`config.mk`:
```
export PLATFORM = sky130hd
export DESIGN_NAME = text_to_integer_parser_flat
export DESIGN_NICKNAME = d
export VERILOG_FILES = /design/src/hdl/ttip_pkg.sv /design/src/hdl/ttip_if.sv /design/src/hdl/text_to_integer_parser.sv /design/src/flat_wrapper.sv
export VERILOG_INCLUDE_DIRS = /design/src /design/src/hdl
export SDC_FILE = /design/constraint.sdc
export NUM_CORES = 1
export LEC_CHECK = 0
export ABC_AREA = 1
export ABC_CLOCK_PERIOD_IN_PS = 12400
export BUFFER_PORTS_ARGS = -buffer_cell sky130_fd_sc_hd__buf_2
export CAP_MARGIN = 0
export CORE_UTILIZATION = 40
export DETAILED_ROUTE_END_ITERATION = 12
export GPL_TIMING_DRIVEN = 0
export PLACE_DENSITY_LB_ADDON = 0.15
export SYNTH_ARGS = -nofsm -noshare
export SYNTH_HDL_FRONTEND = slang
export SYNTH_SLANG_ARGS = --single-unit
export TNS_END_PERCENT = 10
```
`constraint.sdc`:
```
create_clock -name clock -period 12.4 [get_ports clock]
set_input_delay 1.24 -clock clock [delete_from_list [all_inputs] [get_ports clock]]
set_output_delay 1.24 -clock clock [all_outputs]
set_load 0.03 [all_outputs]
```
`src/hdl/text_to_integer_parser_assert.svh`:
```
// Assertion helpers for the text-to-integer parser.
// Each macro expects signals named clock and reset in the calling scope.
`ifndef TEXT_TO_INTEGER_PARSER_ASSERT_SVH
`define TEXT_TO_INTEGER_PARSER_ASSERT_SVH

// Same-cycle implication.
`define TTIP_ASSERT_IMPL(name, ante, cons) \
   name: assert property (@(posedge clock) disable iff (reset) (ante) |-> (cons)) \
      else $error("ttip: same-cycle check failed");

// Next-cycle implication.
`define TTIP_ASSERT_NEXT(name, ante, cons) \
   name: assert property (@(posedge clock) disable iff (reset) (ante) |=> (cons)) \
      else $error("ttip: next-cycle check failed");

`endif

```
`src/hdl/ttip_pkg.sv`:
```
`default_nettype none

package ttip_pkg;

   localparam int BYTE_W   = 8;
   localparam int BASE_W   = 6;
   localparam int STATUS_W = 3;
   localparam int CLASS_W  = 6;

   localparam logic [BASE_W-1:0] BASE_AUTO = 6'd0;
   localparam logic [BASE_W-1:0] BASE_BIN  = 6'd2;
   localparam logic [BASE_W-1:0] BASE_OCT  = 6'd8;
   localparam logic [BASE_W-1:0] BASE_DEC  = 6'd10;
   localparam logic [BASE_W-1:0] BASE_HEX  = 6'd16;
   localparam logic [BASE_W-1:0] BASE_MAX  = 6'd36;
   localparam logic [BASE_W-1:0] BASE_ONE  = 6'd1;

   // character classes above the digit values 0..35
   localparam logic [CLASS_W-1:0] CLS_SPACE = 6'd36;
   localparam logic [CLASS_W-1:0] CLS_OTHER = 6'd37;

   typedef enum logic [2:0] {
      PH_LEAD,
      PH_SIGNED,
      PH_ZERO,
      PH_DIGITS,
      PH_TRAIL
   } phase_type;

   typedef enum logic [STATUS_W-1:0] {
      ST_OK,
      ST_BADBASE,
      ST_EMPTY,
      ST_NODIGITS,
      ST_BADCHAR,
      ST_RANGE,
      ST_OVERFLOW,
      ST_TRAILING
   } status_type;

   // digit value 0..35, or CLS_SPACE / CLS_OTHER
   function automatic logic [CLASS_W-1:0] classify(input logic [BYTE_W-1:0] c);
      logic [CLASS_W-1:0] k;
      k = CLS_OTHER;
      if (c inside {["0":"9"]}) begin
         k = CLASS_W'(c - 8'h30);
      end else if (c inside {["a":"z"]}) begin
         k = CLASS_W'(c - 8'h57);
      end else if (c inside {["A":"Z"]}) begin
         k = CLASS_W'(c - 8'h37);
      end else if (c inside {8'h20, 8'h09, 8'h0a, 8'h0b, 8'h0c, 8'h0d}) begin
         k = CLS_SPACE;
      end
      return k;
   endfunction

endpackage

`default_nettype wire

```
`src/hdl/ttip_if.sv`:
```
`default_nettype none

interface ttip_req_if import ttip_pkg::*; ();
   logic              valid;
   logic              ready;
   logic [BYTE_W-1:0] text_byte;
   logic              end_mark;

   modport source (output valid, output text_byte, output end_mark, input ready);
   modport sink   (input valid, input text_byte, input end_mark, output ready);
endinterface

interface ttip_rsp_if import ttip_pkg::*; #(parameter int RESULT_BITS = 32) ();
   logic                          valid;
   logic                          ready;
   logic signed [RESULT_BITS-1:0] value;
   logic [STATUS_W-1:0]           status;

   modport source (output valid, output value, output status, input ready);
   modport sink   (input valid, input value, input status, output ready);
endinterface

interface ttip_csr_if import ttip_pkg::*; ();
   logic              valid;
   logic              ready;
   logic [BASE_W-1:0] radix;

   modport source (output valid, output radix, input ready);
   modport sink   (input valid, input radix, output ready);
endinterface

`default_nettype wire

```
`src/hdl/text_to_integer_parser.sv`:
```
// Streaming text-to-integer parser.
// req_bus carries one character per transaction (text_byte) plus end_mark;
// a transaction with end_mark set, or with a zero text_byte, closes the
// string and produces exactly one rsp_bus transaction (value, status).
// All other transactions produce nothing on rsp_bus.
// csr_bus writes the radix register (0 = auto-detect from prefix, 2..36 =
// fixed base); it is always ready and should be written only while idle.
// The result of a closing transaction is registered and valid on rsp_bus
// in the cycle after acceptance. Throughput: one transaction per cycle
// while req_bus is ready; the per-character path is one multiply-add of
// the magnitude by a 6-bit base followed by the overflow compare, all combinational.
// The result sits in an output register; req_bus stays ready while that
// register is empty or being taken, so a stalled receiver blocks input
// only when a result is already waiting.
// Reset (synchronous, active high) clears the parse state, the radix
// register (back to auto-detect) and the output valid flag.
`default_nettype none
`include "text_to_integer_parser_assert.svh"

module text_to_integer_parser import ttip_pkg::*; #(
   parameter int RESULT_BITS = 32
) (
   input  wire logic   clock,
   input  wire logic   reset,
   ttip_req_if.sink    req_bus,
   ttip_rsp_if.source  rsp_bus,
   ttip_csr_if.sink    csr_bus
);

   localparam int MAG_W  = RESULT_BITS - 1;
   // mag * 36 + 35 stays below 2^(MAG_W+6)
   localparam int PROD_W = MAG_W + BASE_W;

   // parse state
   phase_type         phase_ff, phase_in;
   logic              neg_ff, neg_in;
   logic [MAG_W-1:0]  mag_ff, mag_in;
   logic              seen_ff, seen_in;
   logic [BASE_W-1:0] base_ff, base_in;
   status_type        err_ff, err_in;
   logic [BASE_W-1:0] radix_ff;

   // result register
   logic                          rsp_valid_ff, rsp_valid_in;
   logic signed [RESULT_BITS-1:0] rsp_value_ff, rsp_value_in;
   status_type                    rsp_status_ff, rsp_status_in;

   logic               req_fire;
   logic               fin;
   logic               sample;
   logic [BASE_W-1:0]  eff_base;
   status_type         eff_err;
   logic [BASE_W-1:0]  dig_base;
   logic [CLASS_W-1:0] cls;
   logic [PROD_W-1:0]  prod;
   logic               ovf;
   logic [BYTE_W-1:0]  low_c;
   logic [BASE_W-1:0]  pbase;
   logic               zero_lead;
   logic               is_sign;

   // outcome of taking one digit character
   phase_type          d_phase;
   status_type         d_err;
   logic [MAG_W-1:0]   d_mag;
   logic               d_seen;

   status_type                    fin_status;
   logic signed [RESULT_BITS-1:0] mag_ext;

   assign csr_bus.ready = 1'b1;
   assign req_bus.ready = !rsp_valid_ff || rsp_bus.ready;
   assign req_fire      = req_bus.valid && req_bus.ready;

   assign rsp_bus.valid  = rsp_valid_ff;
   assign rsp_bus.value  = rsp_value_ff;
   assign rsp_bus.status = rsp_status_ff;

   assign fin = req_bus.end_mark || (req_bus.text_byte == '0);

   // radix is sampled on every transaction while still in leading whitespace
   assign sample   = (err_ff == ST_OK) && (phase_ff == PH_LEAD);
   assign eff_base = sample ? radix_ff : base_ff;
   assign eff_err  = (sample && ((radix_ff == BASE_ONE) || (radix_ff > BASE_MAX)))
                     ? ST_BADBASE : err_ff;

   // auto mode falls back to decimal once digits start
   assign dig_base = (eff_base == BASE_AUTO) ? BASE_DEC : eff_base;

   assign cls  = classify(req_bus.text_byte);
   assign prod = PROD_W'(mag_ff) * PROD_W'(dig_base) + PROD_W'(cls);
   assign ovf  = |prod[PROD_W-1:MAG_W];

   assign low_c     = req_bus.text_byte | 8'h20;
   assign is_sign   = (req_bus.text_byte == "-") || (req_bus.text_byte == "+");
   assign zero_lead = (req_bus.text_byte == "0") &&
                      (eff_base inside {BASE_AUTO, BASE_HEX, BASE_BIN, BASE_OCT});

   always_comb begin
      case (low_c)
         "x":     pbase = BASE_HEX;
         "b":     pbase = BASE_BIN;
         "o":     pbase = BASE_OCT;
         default: pbase = BASE_AUTO;
      endcase
   end

   // digit step: whitespace ends the number, else bad-character, range and overflow checks
   always_comb begin
      d_phase = PH_DIGITS;
      d_err   = ST_OK;
      d_mag   = mag_ff;
      d_seen  = seen_ff;
      if (cls == CLS_SPACE) begin
         d_phase = PH_TRAIL;
      end else if (cls == CLS_OTHER) begin
         d_err = ST_BADCHAR;
      end else if (cls >= dig_base) begin
         d_err = seen_ff ? ST_TRAILING : ST_RANGE;
      end else if (ovf) begin
         d_err = ST_OVERFLOW;
      end else begin
         d_mag  = prod[MAG_W-1:0];
         d_seen = 1'b1;
      end
   end

   // next state; radix sampling only happens on an accepted transaction
   always_comb begin
      phase_in = phase_ff;
      neg_in   = neg_ff;
      mag_in   = mag_ff;
      seen_in  = seen_ff;
      base_in  = base_ff;
      err_in   = err_ff;
      if (req_fire) begin
         base_in = eff_base;
         err_in  = eff_err;
         if (fin) begin
            phase_in = PH_LEAD;
            neg_in   = 1'b0;
            mag_in   = '0;
            seen_in  = 1'b0;
            base_in  = BASE_AUTO;
            err_in   = ST_OK;
         end else if (eff_err == ST_OK) begin
            case (phase_ff)
               PH_LEAD, PH_SIGNED: begin
                  if (phase_ff == PH_LEAD && cls == CLS_SPACE) begin
                     phase_in = PH_LEAD;
                  end else if (phase_ff == PH_LEAD && is_sign) begin
                     neg_in   = (req_bus.text_byte == "-");
                     phase_in = PH_SIGNED;
                  end else if (zero_lead) begin
                     phase_in = PH_ZERO;
                     seen_in  = 1'b1;
                     mag_in   = '0;
                  end else begin
                     base_in  = dig_base;
                     phase_in = d_phase;
                     err_in   = d_err;
                     mag_in   = d_mag;
                     seen_in  = d_seen;
                  end
               end
               PH_ZERO: begin
                  if (pbase != BASE_AUTO &&
                      (eff_base == BASE_AUTO || eff_base == pbase)) begin
                     base_in  = pbase;
                     seen_in  = 1'b0;
                     phase_in = PH_DIGITS;
                  end else begin
                     base_in  = dig_base;
                     phase_in = d_phase;
                     err_in   = d_err;
                     mag_in   = d_mag;
                     seen_in  = d_seen;
                  end
               end
               PH_DIGITS: begin
                  phase_in = d_phase;
                  err_in   = d_err;
                  mag_in   = d_mag;
                  seen_in  = d_seen;
               end
               PH_TRAIL: begin
                  if (cls != CLS_SPACE) begin
                     err_in = ST_TRAILING;
                  end
               end
               default: begin
                  phase_in = PH_LEAD;
               end
            endcase
         end
      end
   end

   // result on the closing transaction
   assign mag_ext = RESULT_BITS'(mag_ff);

   always_comb begin
      if (eff_err != ST_OK) begin
         fin_status = eff_err;
      end else if (phase_ff == PH_LEAD) begin
         fin_status = ST_EMPTY;
      end else if (!seen_ff) begin
         fin_status = ST_NODIGITS;
      end else begin
         fin_status = ST_OK;
      end
   end

   always_comb begin
      rsp_valid_in  = rsp_valid_ff && !rsp_bus.ready;
      rsp_value_in  = rsp_value_ff;
      rsp_status_in = rsp_status_ff;
      if (req_fire && fin) begin
         rsp_valid_in  = 1'b1;
         rsp_status_in = fin_status;
         if (fin_status == ST_OK) begin
            rsp_value_in = neg_ff ? -mag_ext : mag_ext;
         end else begin
            rsp_value_in = '0;
         end
      end
   end

   always_ff @(posedge clock) begin
      if (reset) begin
         phase_ff     <= PH_LEAD;
         neg_ff       <= 1'b0;
         mag_ff       <= '0;
         seen_ff      <= 1'b0;
         base_ff      <= BASE_AUTO;
         err_ff       <= ST_OK;
         radix_ff     <= BASE_AUTO;
         rsp_valid_ff <= 1'b0;
      end else begin
         phase_ff     <= phase_in;
         neg_ff       <= neg_in;
         mag_ff       <= mag_in;
         seen_ff      <= seen_in;
         base_ff      <= base_in;
         err_ff       <= err_in;
         rsp_valid_ff <= rsp_valid_in;
         if (csr_bus.valid) begin
            radix_ff <= csr_bus.radix;
         end
      end
   end

   always_ff @(posedge clock) begin
      rsp_value_ff  <= rsp_value_in;
      rsp_status_ff <= rsp_status_in;
   end

   // failed parses always report a zero value
   `TTIP_ASSERT_IMPL(a_err_value_zero, rsp_valid_ff && rsp_status_ff != ST_OK, rsp_value_ff == '0)
   // magnitude only grows after a digit has been taken
   `TTIP_ASSERT_IMPL(a_mag_needs_digit, !seen_ff, mag_ff == '0)
   // closing transaction yields a result and a fresh parse state
   `TTIP_ASSERT_NEXT(a_fin_result, req_fire && fin, rsp_valid_ff && phase_ff == PH_LEAD && !seen_ff)
   // ordinary characters never create a result
   `TTIP_ASSERT_NEXT(a_no_spurious, req_fire && !fin && !rsp_valid_ff, !rsp_valid_ff)

endmodule

`default_nettype wire

```
`src/flat_wrapper.sv`:
```
// flat-port wrapper written by rule: the top's interface ports become plain ports
module text_to_integer_parser_flat import ttip_pkg::*;
#(
   parameter int RESULT_BITS = 32
)
  (clock, reset, req_bus_valid, req_bus_text_byte, req_bus_end_mark, req_bus_ready, rsp_bus_valid, rsp_bus_value, rsp_bus_status, rsp_bus_ready, csr_bus_valid, csr_bus_radix, csr_bus_ready);
  ttip_req_if req_bus_i ();
  ttip_rsp_if #(.RESULT_BITS(RESULT_BITS)) rsp_bus_i ();
  ttip_csr_if csr_bus_i ();
  input  wire logic clock;
  input  wire logic reset;
  input wire logic [$bits(req_bus_i.valid)-1:0] req_bus_valid;
  input wire logic [$bits(req_bus_i.text_byte)-1:0] req_bus_text_byte;
  input wire logic [$bits(req_bus_i.end_mark)-1:0] req_bus_end_mark;
  output wire logic [$bits(req_bus_i.ready)-1:0] req_bus_ready;
  output wire logic [$bits(rsp_bus_i.valid)-1:0] rsp_bus_valid;
  output wire logic [$bits(rsp_bus_i.value)-1:0] rsp_bus_value;
  output wire logic [$bits(rsp_bus_i.status)-1:0] rsp_bus_status;
  input wire logic [$bits(rsp_bus_i.ready)-1:0] rsp_bus_ready;
  input wire logic [$bits(csr_bus_i.valid)-1:0] csr_bus_valid;
  input wire logic [$bits(csr_bus_i.radix)-1:0] csr_bus_radix;
  output wire logic [$bits(csr_bus_i.ready)-1:0] csr_bus_ready;
  assign req_bus_i.valid = req_bus_valid;
  assign req_bus_i.text_byte = req_bus_text_byte;
  assign req_bus_i.end_mark = req_bus_end_mark;
  assign req_bus_ready = req_bus_i.ready;
  assign rsp_bus_valid = rsp_bus_i.valid;
  assign rsp_bus_value = rsp_bus_i.value;
  assign rsp_bus_status = rsp_bus_i.status;
  assign rsp_bus_i.ready = rsp_bus_ready;
  assign csr_bus_i.valid = csr_bus_valid;
  assign csr_bus_i.radix = csr_bus_radix;
  assign csr_bus_ready = csr_bus_i.ready;
  text_to_integer_parser #(.RESULT_BITS(RESULT_BITS)) u_core (.clock(clock), .reset(reset), .req_bus(req_bus_i), .rsp_bus(rsp_bus_i), .csr_bus(csr_bus_i));
endmodule
```
==> results_tabular.tex <==
\begin{tabular}{lr}
\hline
Metric & Value \\
\hline
\multicolumn{2}{l}{\textbf{Synthesis}} \\
Register bit count reported by yosys & 87 \\
Leading area contributor after synthesis & sky130\_fd\_sc\_hd\_\_fa\_1 \\
Synthesized net count & 1831 \\
Proportion of synthesized chip area in sequential cells & 18.16\% \\
Asr flop ratio synth & 0\% \\
Top cells by area in the synthesized netlist & sky130\_fd\_sc\_hd\_\_fa\_1 21\%, sky130\_fd\_sc\_hd\_\_nor2\_1 12\%, sky130\_fd\_sc\_hd\_\_ha\_1 10\% \\
Share of the synthesized area in the top cell type & 20.86\% \\
Post-Syn Instances & 1595 \\
Mean Syn Cell Area & 7.222 µm² \\
EDFF count, synth & 35 \\
Flip-flop cell with the highest count after synthesis & sky130\_fd\_sc\_hd\_\_dfxtp\_1 \\
Number of different library cells in the post-synthesis netlist & 56 \\
Netlist Area Pre-Place & 0.01152 mm² \\
Yosys Warn Count & 0 \\
\multicolumn{2}{l}{\textbf{Worst setup path}} \\
Most used cell along the critical path & sky130\_fd\_sc\_hd\_\_nand2\_1 \\
Delay of the slowest critical-path stage & 0.64 ns \\
Reg-to-reg startpoint & u\_core.phase\_ff[1] \\
Biggest fanout along the worst timing path & 10 \\
Critical path startpoint & u\_core.phase\_ff[1] \\
Worst EP arrival & 8.28 ns \\
Required time at the worst-slack endpoint & 12.65 ns \\
Worst Setup End Kind & flop \\
Startpoint type of the worst setup path & flop \\
Crit path max-delay cell type & sky130\_fd\_sc\_hd\_\_o21ai\_2 \\
WS Path Type & reg -> reg \\
\multicolumn{2}{l}{\textbf{Pwr}} \\
Max VDD drop & 0.0001234 V \\
Power density cells & 264.7 mW/mm² \\
Net switching share of the total power & 59.93\% \\
Reported net switching power & 1.999 mW \\
Power share of the combinational group & 77.3\% \\
Pleak & 6.349 nW \\
Seq pwr share & 14.3\% \\
Clock power share & 8.4\% \\
Cell internal pwr & 1.336 mW \\
\multicolumn{2}{l}{\textbf{Timing}} \\
Setup repair after global routing missed its margin & no \\
Slew margin rel. & 44.00\% \\
Setup clock skew after layout & 0.01742 ns \\
Max-slew violations & 0 \\
Final Critical Period & 8.030 ns \\
Fin Setup TNS & 0 ns \\
\# setup viols final & 0 \\
Fmax & 124.5 MHz \\
Count of endpoints failing hold in the final timing report & 0 \\
Ratio of final minimum period to clock period & 64.76\% \\
Measured slew at the worst slew-check pin & 0.8400 ns \\
\multicolumn{2}{l}{\textbf{Route}} \\
Number of iterations in the first detailed-routing pass & 5 \\
Post-DR wirelength/cell & 17.07 µm \\
Count of routing violations after the opening detailed-route iteration & 775 \\
DR vias/cell & 5.122 \\
Via count & 10470 \\
DRC & 0 \\
Total detailed-routing wirelength & 34900 µm \\
Antenna Nets Post-Route & 0 \\
\multicolumn{2}{l}{\textbf{Layout}} \\
FILL cells & 3038 \\
Share of cells above drive strength 1 & 7.683\% \\
Final non-filler cell total & 2044 \\
Layout Nets & 1897 \\
Count of inserted antenna diode cells & 0 \\
Relative area change from synthesis to final layout & 9.385\% \\
Fraction of the core area covered by cells at the end of the flow & 44.86\% \\
\multicolumn{2}{l}{\textbf{Global route}} \\
Maximum number of pins on one net before global-route repair & 25 \\
Aggregate global-route resource usage & 25.20\% \\
Global route overflow & 0 \\
Vias in the first global route & 10260 \\
Wire length of the first global-routing pass & 56550 µm \\
Antenna violations before repair & 0 \\
\multicolumn{2}{l}{\textbf{Clocking}} \\
Clock tree from TritonCTS & built \\
Post-cts repair resize count & 0 \\
CTS HTree Levels & 3 \\
Clock sink total & 87 \\
Clock transition at the registers of the reported paths & 0.07 ns \\
Skew-Pair Late Insertion Delay & 0.37 ns \\
Post-CTS Setup Inserts & 0 \\
Number of CTS-inserted buffers & 9 \\
Root buffer cell & sky130\_fd\_sc\_hd\_\_clkbuf\_16 \\
Clock Path Buffers & 2 \\
Hold\_buf cts & 0 \\
\multicolumn{2}{l}{\textbf{Floorplan}} \\
Die area & 0.02948 mm² \\
Starting density of the core & 41.01\% \\
Chip height & 171.7 µm \\
Core Area & 0.02809 mm² \\
Cell Rows & 61 \\
Horizontal die dimension & 171.7 µm \\
Number of primary I/O pins & 58 \\
\multicolumn{2}{l}{\textbf{Min path}} \\
Launch point of the worst hold path & u\_core.base\_ff[2] \\
Min-delay worst type & reg -> reg \\
\multicolumn{2}{l}{\textbf{Job}} \\
Maximum Capacitance Violations & 0 \\
\multicolumn{2}{l}{\textbf{Placement}} \\
Final estimated routing congestion in global placement & 0.9262 \\
Inst Count DP & 2028 \\
Quantity of I/O buffers inserted on ports & 54 \\
Final HPWL from detailed placement & 29410 µm \\
\multicolumn{2}{l}{\textbf{Status}} \\
Status & completed \\
\hline
\end{tabular}
-- critical path, delay by kind of cell, from the launching register on --
kind | cells | cell delay [ns]
simple gates | 22 | 3.13
flops | 1 | 0.36
fa+ha+maj | 5 | 2.39
buf+inv | 8 | 0.93
compound gates | 3 | 1.09
-- worst paths after layout --
path,endpoint,slack (ns),cells after the start
max,u_core.mag_ff[25],4.37,38
min,u_core.base_ff[2],0.47,2
max reg2reg,u_core.mag_ff[25],4.37,38
min reg2reg,u_core.base_ff[2],0.47,2
-- through the flow --
stage / power [mW] / hold WS [ns] / cell area [µm²] / setup slack [ns]
after floorplan: 2.260 / 0.4453 / 11520 / 6.550
after global placement: 3.016 / 0.4561 / 12260 / 4.371
after detailed placement: 3.021 / 0.4585 / 12300 / 4.445
after CTS: 3.328 / 0.4697 / 12600 / 4.384
after global routing: 3.678 / 0.4923 / 12600 / 3.771
final: 3.335 / 0.4703 / 12600 / 4.370
-- Yosys cell counts, types with 2 or more instances --
master and count:
sky130_fd_sc_hd__buf_6 3, sky130_fd_sc_hd__nor4_1 3, sky130_fd_sc_hd__buf_2 5, sky130_fd_sc_hd__o21ai_1 23
sky130_fd_sc_hd__inv_2 8, sky130_fd_sc_hd__a31oi_1 9, sky130_fd_sc_hd__clkbuf_1 28, sky130_fd_sc_hd__nand4_1 6
sky130_fd_sc_hd__o21bai_1 5, sky130_fd_sc_hd__clkinv_1 2, sky130_fd_sc_hd__o21a_1 4, sky130_fd_sc_hd__a21oi_1 89
sky130_fd_sc_hd__nand3b_1 4, sky130_fd_sc_hd__a221oi_1 2, sky130_fd_sc_hd__a31oi_4 2, sky130_fd_sc_hd__and2_1 2
sky130_fd_sc_hd__inv_1 188, sky130_fd_sc_hd__nand2_2 8, sky130_fd_sc_hd__nor2_4 3, sky130_fd_sc_hd__dfxtp_1 52
sky130_fd_sc_hd__buf_4 5, sky130_fd_sc_hd__or2_2 2, sky130_fd_sc_hd__nand3_2 4, sky130_fd_sc_hd__and3_1 2
sky130_fd_sc_hd__edfxtp_1 35, sky130_fd_sc_hd__fa_1 120, sky130_fd_sc_hd__ha_1 96, sky130_fd_sc_hd__xnor2_1 10
sky130_fd_sc_hd__o21ai_0 63, sky130_fd_sc_hd__nor2_2 4, sky130_fd_sc_hd__o31ai_1 6, sky130_fd_sc_hd__nand3_1 61
sky130_fd_sc_hd__o21ai_2 3, sky130_fd_sc_hd__xor2_1 31, sky130_fd_sc_hd__nand2_1 303, sky130_fd_sc_hd__nor3_1 28
sky130_fd_sc_hd__nor2_1 355, sky130_fd_sc_hd__a21o_1 3
-- layer usage --
layer | up-vias | global-route usage (%) | part of all wire, %
met5 | - | 0 | 0
met2 | 319 | 39.55 | 44
met4 | 0 | 4.658 | 1.5
met1 | 4910 | 36.58 | 48
met3 | 29 | 3.866 | 6.6
li1 | 5212 | - | -
-- layout by cell type (no fill, tap or decap), types with 5 or more instances in the layout --
cell type / n
sky130_fd_sc_hd__o21ai_0: 63
sky130_fd_sc_hd__clkbuf_1: 28
sky130_fd_sc_hd__inv_2: 8
sky130_fd_sc_hd__nor2_1: 354
sky130_fd_sc_hd__a21oi_1: 89
sky130_fd_sc_hd__ha_1: 96
sky130_fd_sc_hd__buf_2: 59
sky130_fd_sc_hd__xor2_1: 31
sky130_fd_sc_hd__o31ai_1: 6
sky130_fd_sc_hd__inv_1: 188
sky130_fd_sc_hd__o21ai_1: 23
sky130_fd_sc_hd__edfxtp_1: 35
sky130_fd_sc_hd__fa_1: 120
sky130_fd_sc_hd__dfxtp_1: 52
sky130_fd_sc_hd__clkbuf_16: 9
sky130_fd_sc_hd__xnor2_1: 10
sky130_fd_sc_hd__o21bai_1: 5
sky130_fd_sc_hd__nand2_2: 8
sky130_fd_sc_hd__nand3_1: 61
sky130_fd_sc_hd__nor3_1: 28
sky130_fd_sc_hd__nand4_1: 6
sky130_fd_sc_hd__buf_4: 5
sky130_fd_sc_hd__nand2_1: 303
sky130_fd_sc_hd__a31oi_1: 9
-- area by class of cell --
type | count | area [µm²] | area share [%]
clock buffers | 9 | 225.2 | 1.787
clock inverters | 7 | 77.57 | 0.6157
flip-flops and latches | 87 | 2092 | 16.60
inverters | 199 | 749.5 | 5.948
multi-input cells | 1268 | 8483 | 67.33
plain buffers | 41 | 201.4 | 1.599
repair buffers | 55 | 297.8 | 2.363
well taps | 378 | 473.0 | 3.754
-- power by group through the flow --
stage | clock, mW | sequential [mW] | combinational, mW
3_3_place_gp | 0 | 0.478 | 2.54
5_1_grt | 0.292 | 0.488 | 2.90
3_5_place_dp | 0 | 0.479 | 2.54
2_1_floorplan | 0 | 0.479 | 1.78
6_report | 0.280 | 0.476 | 2.58
4_1_cts | 0.283 | 0.473 | 2.57
-- logic make-up after synthesis --
group / after synthesis / share of synthesized area, %
AND/OR/NAND/NOR: 792 / 28.41
buffers and inverters: 240 / 8.256
AO/OA/AOI/OAI: 218 / 10.74
adder cells (fa/ha/maj): 216 / 31.28
flip-flops: 87 / 18.16
XOR/XNOR: 41 / 3.117
other: 1 / 0.03256
-- state kept, by name (all words and copies together), names as in the netlist --
register               cells
u_core.rsp_bus.value      32
u_core.mag_ff             31
u_core.base_ff             6
u_core.radix_ff            6
u_core.err_ff              3
u_core.phase_ff            3
u_core.rsp_bus.status      3
u_core.neg_ff              1
u_core.rsp_bus.valid       1
u_core.seen_ff             1
(Power assumes the default switching activity.)
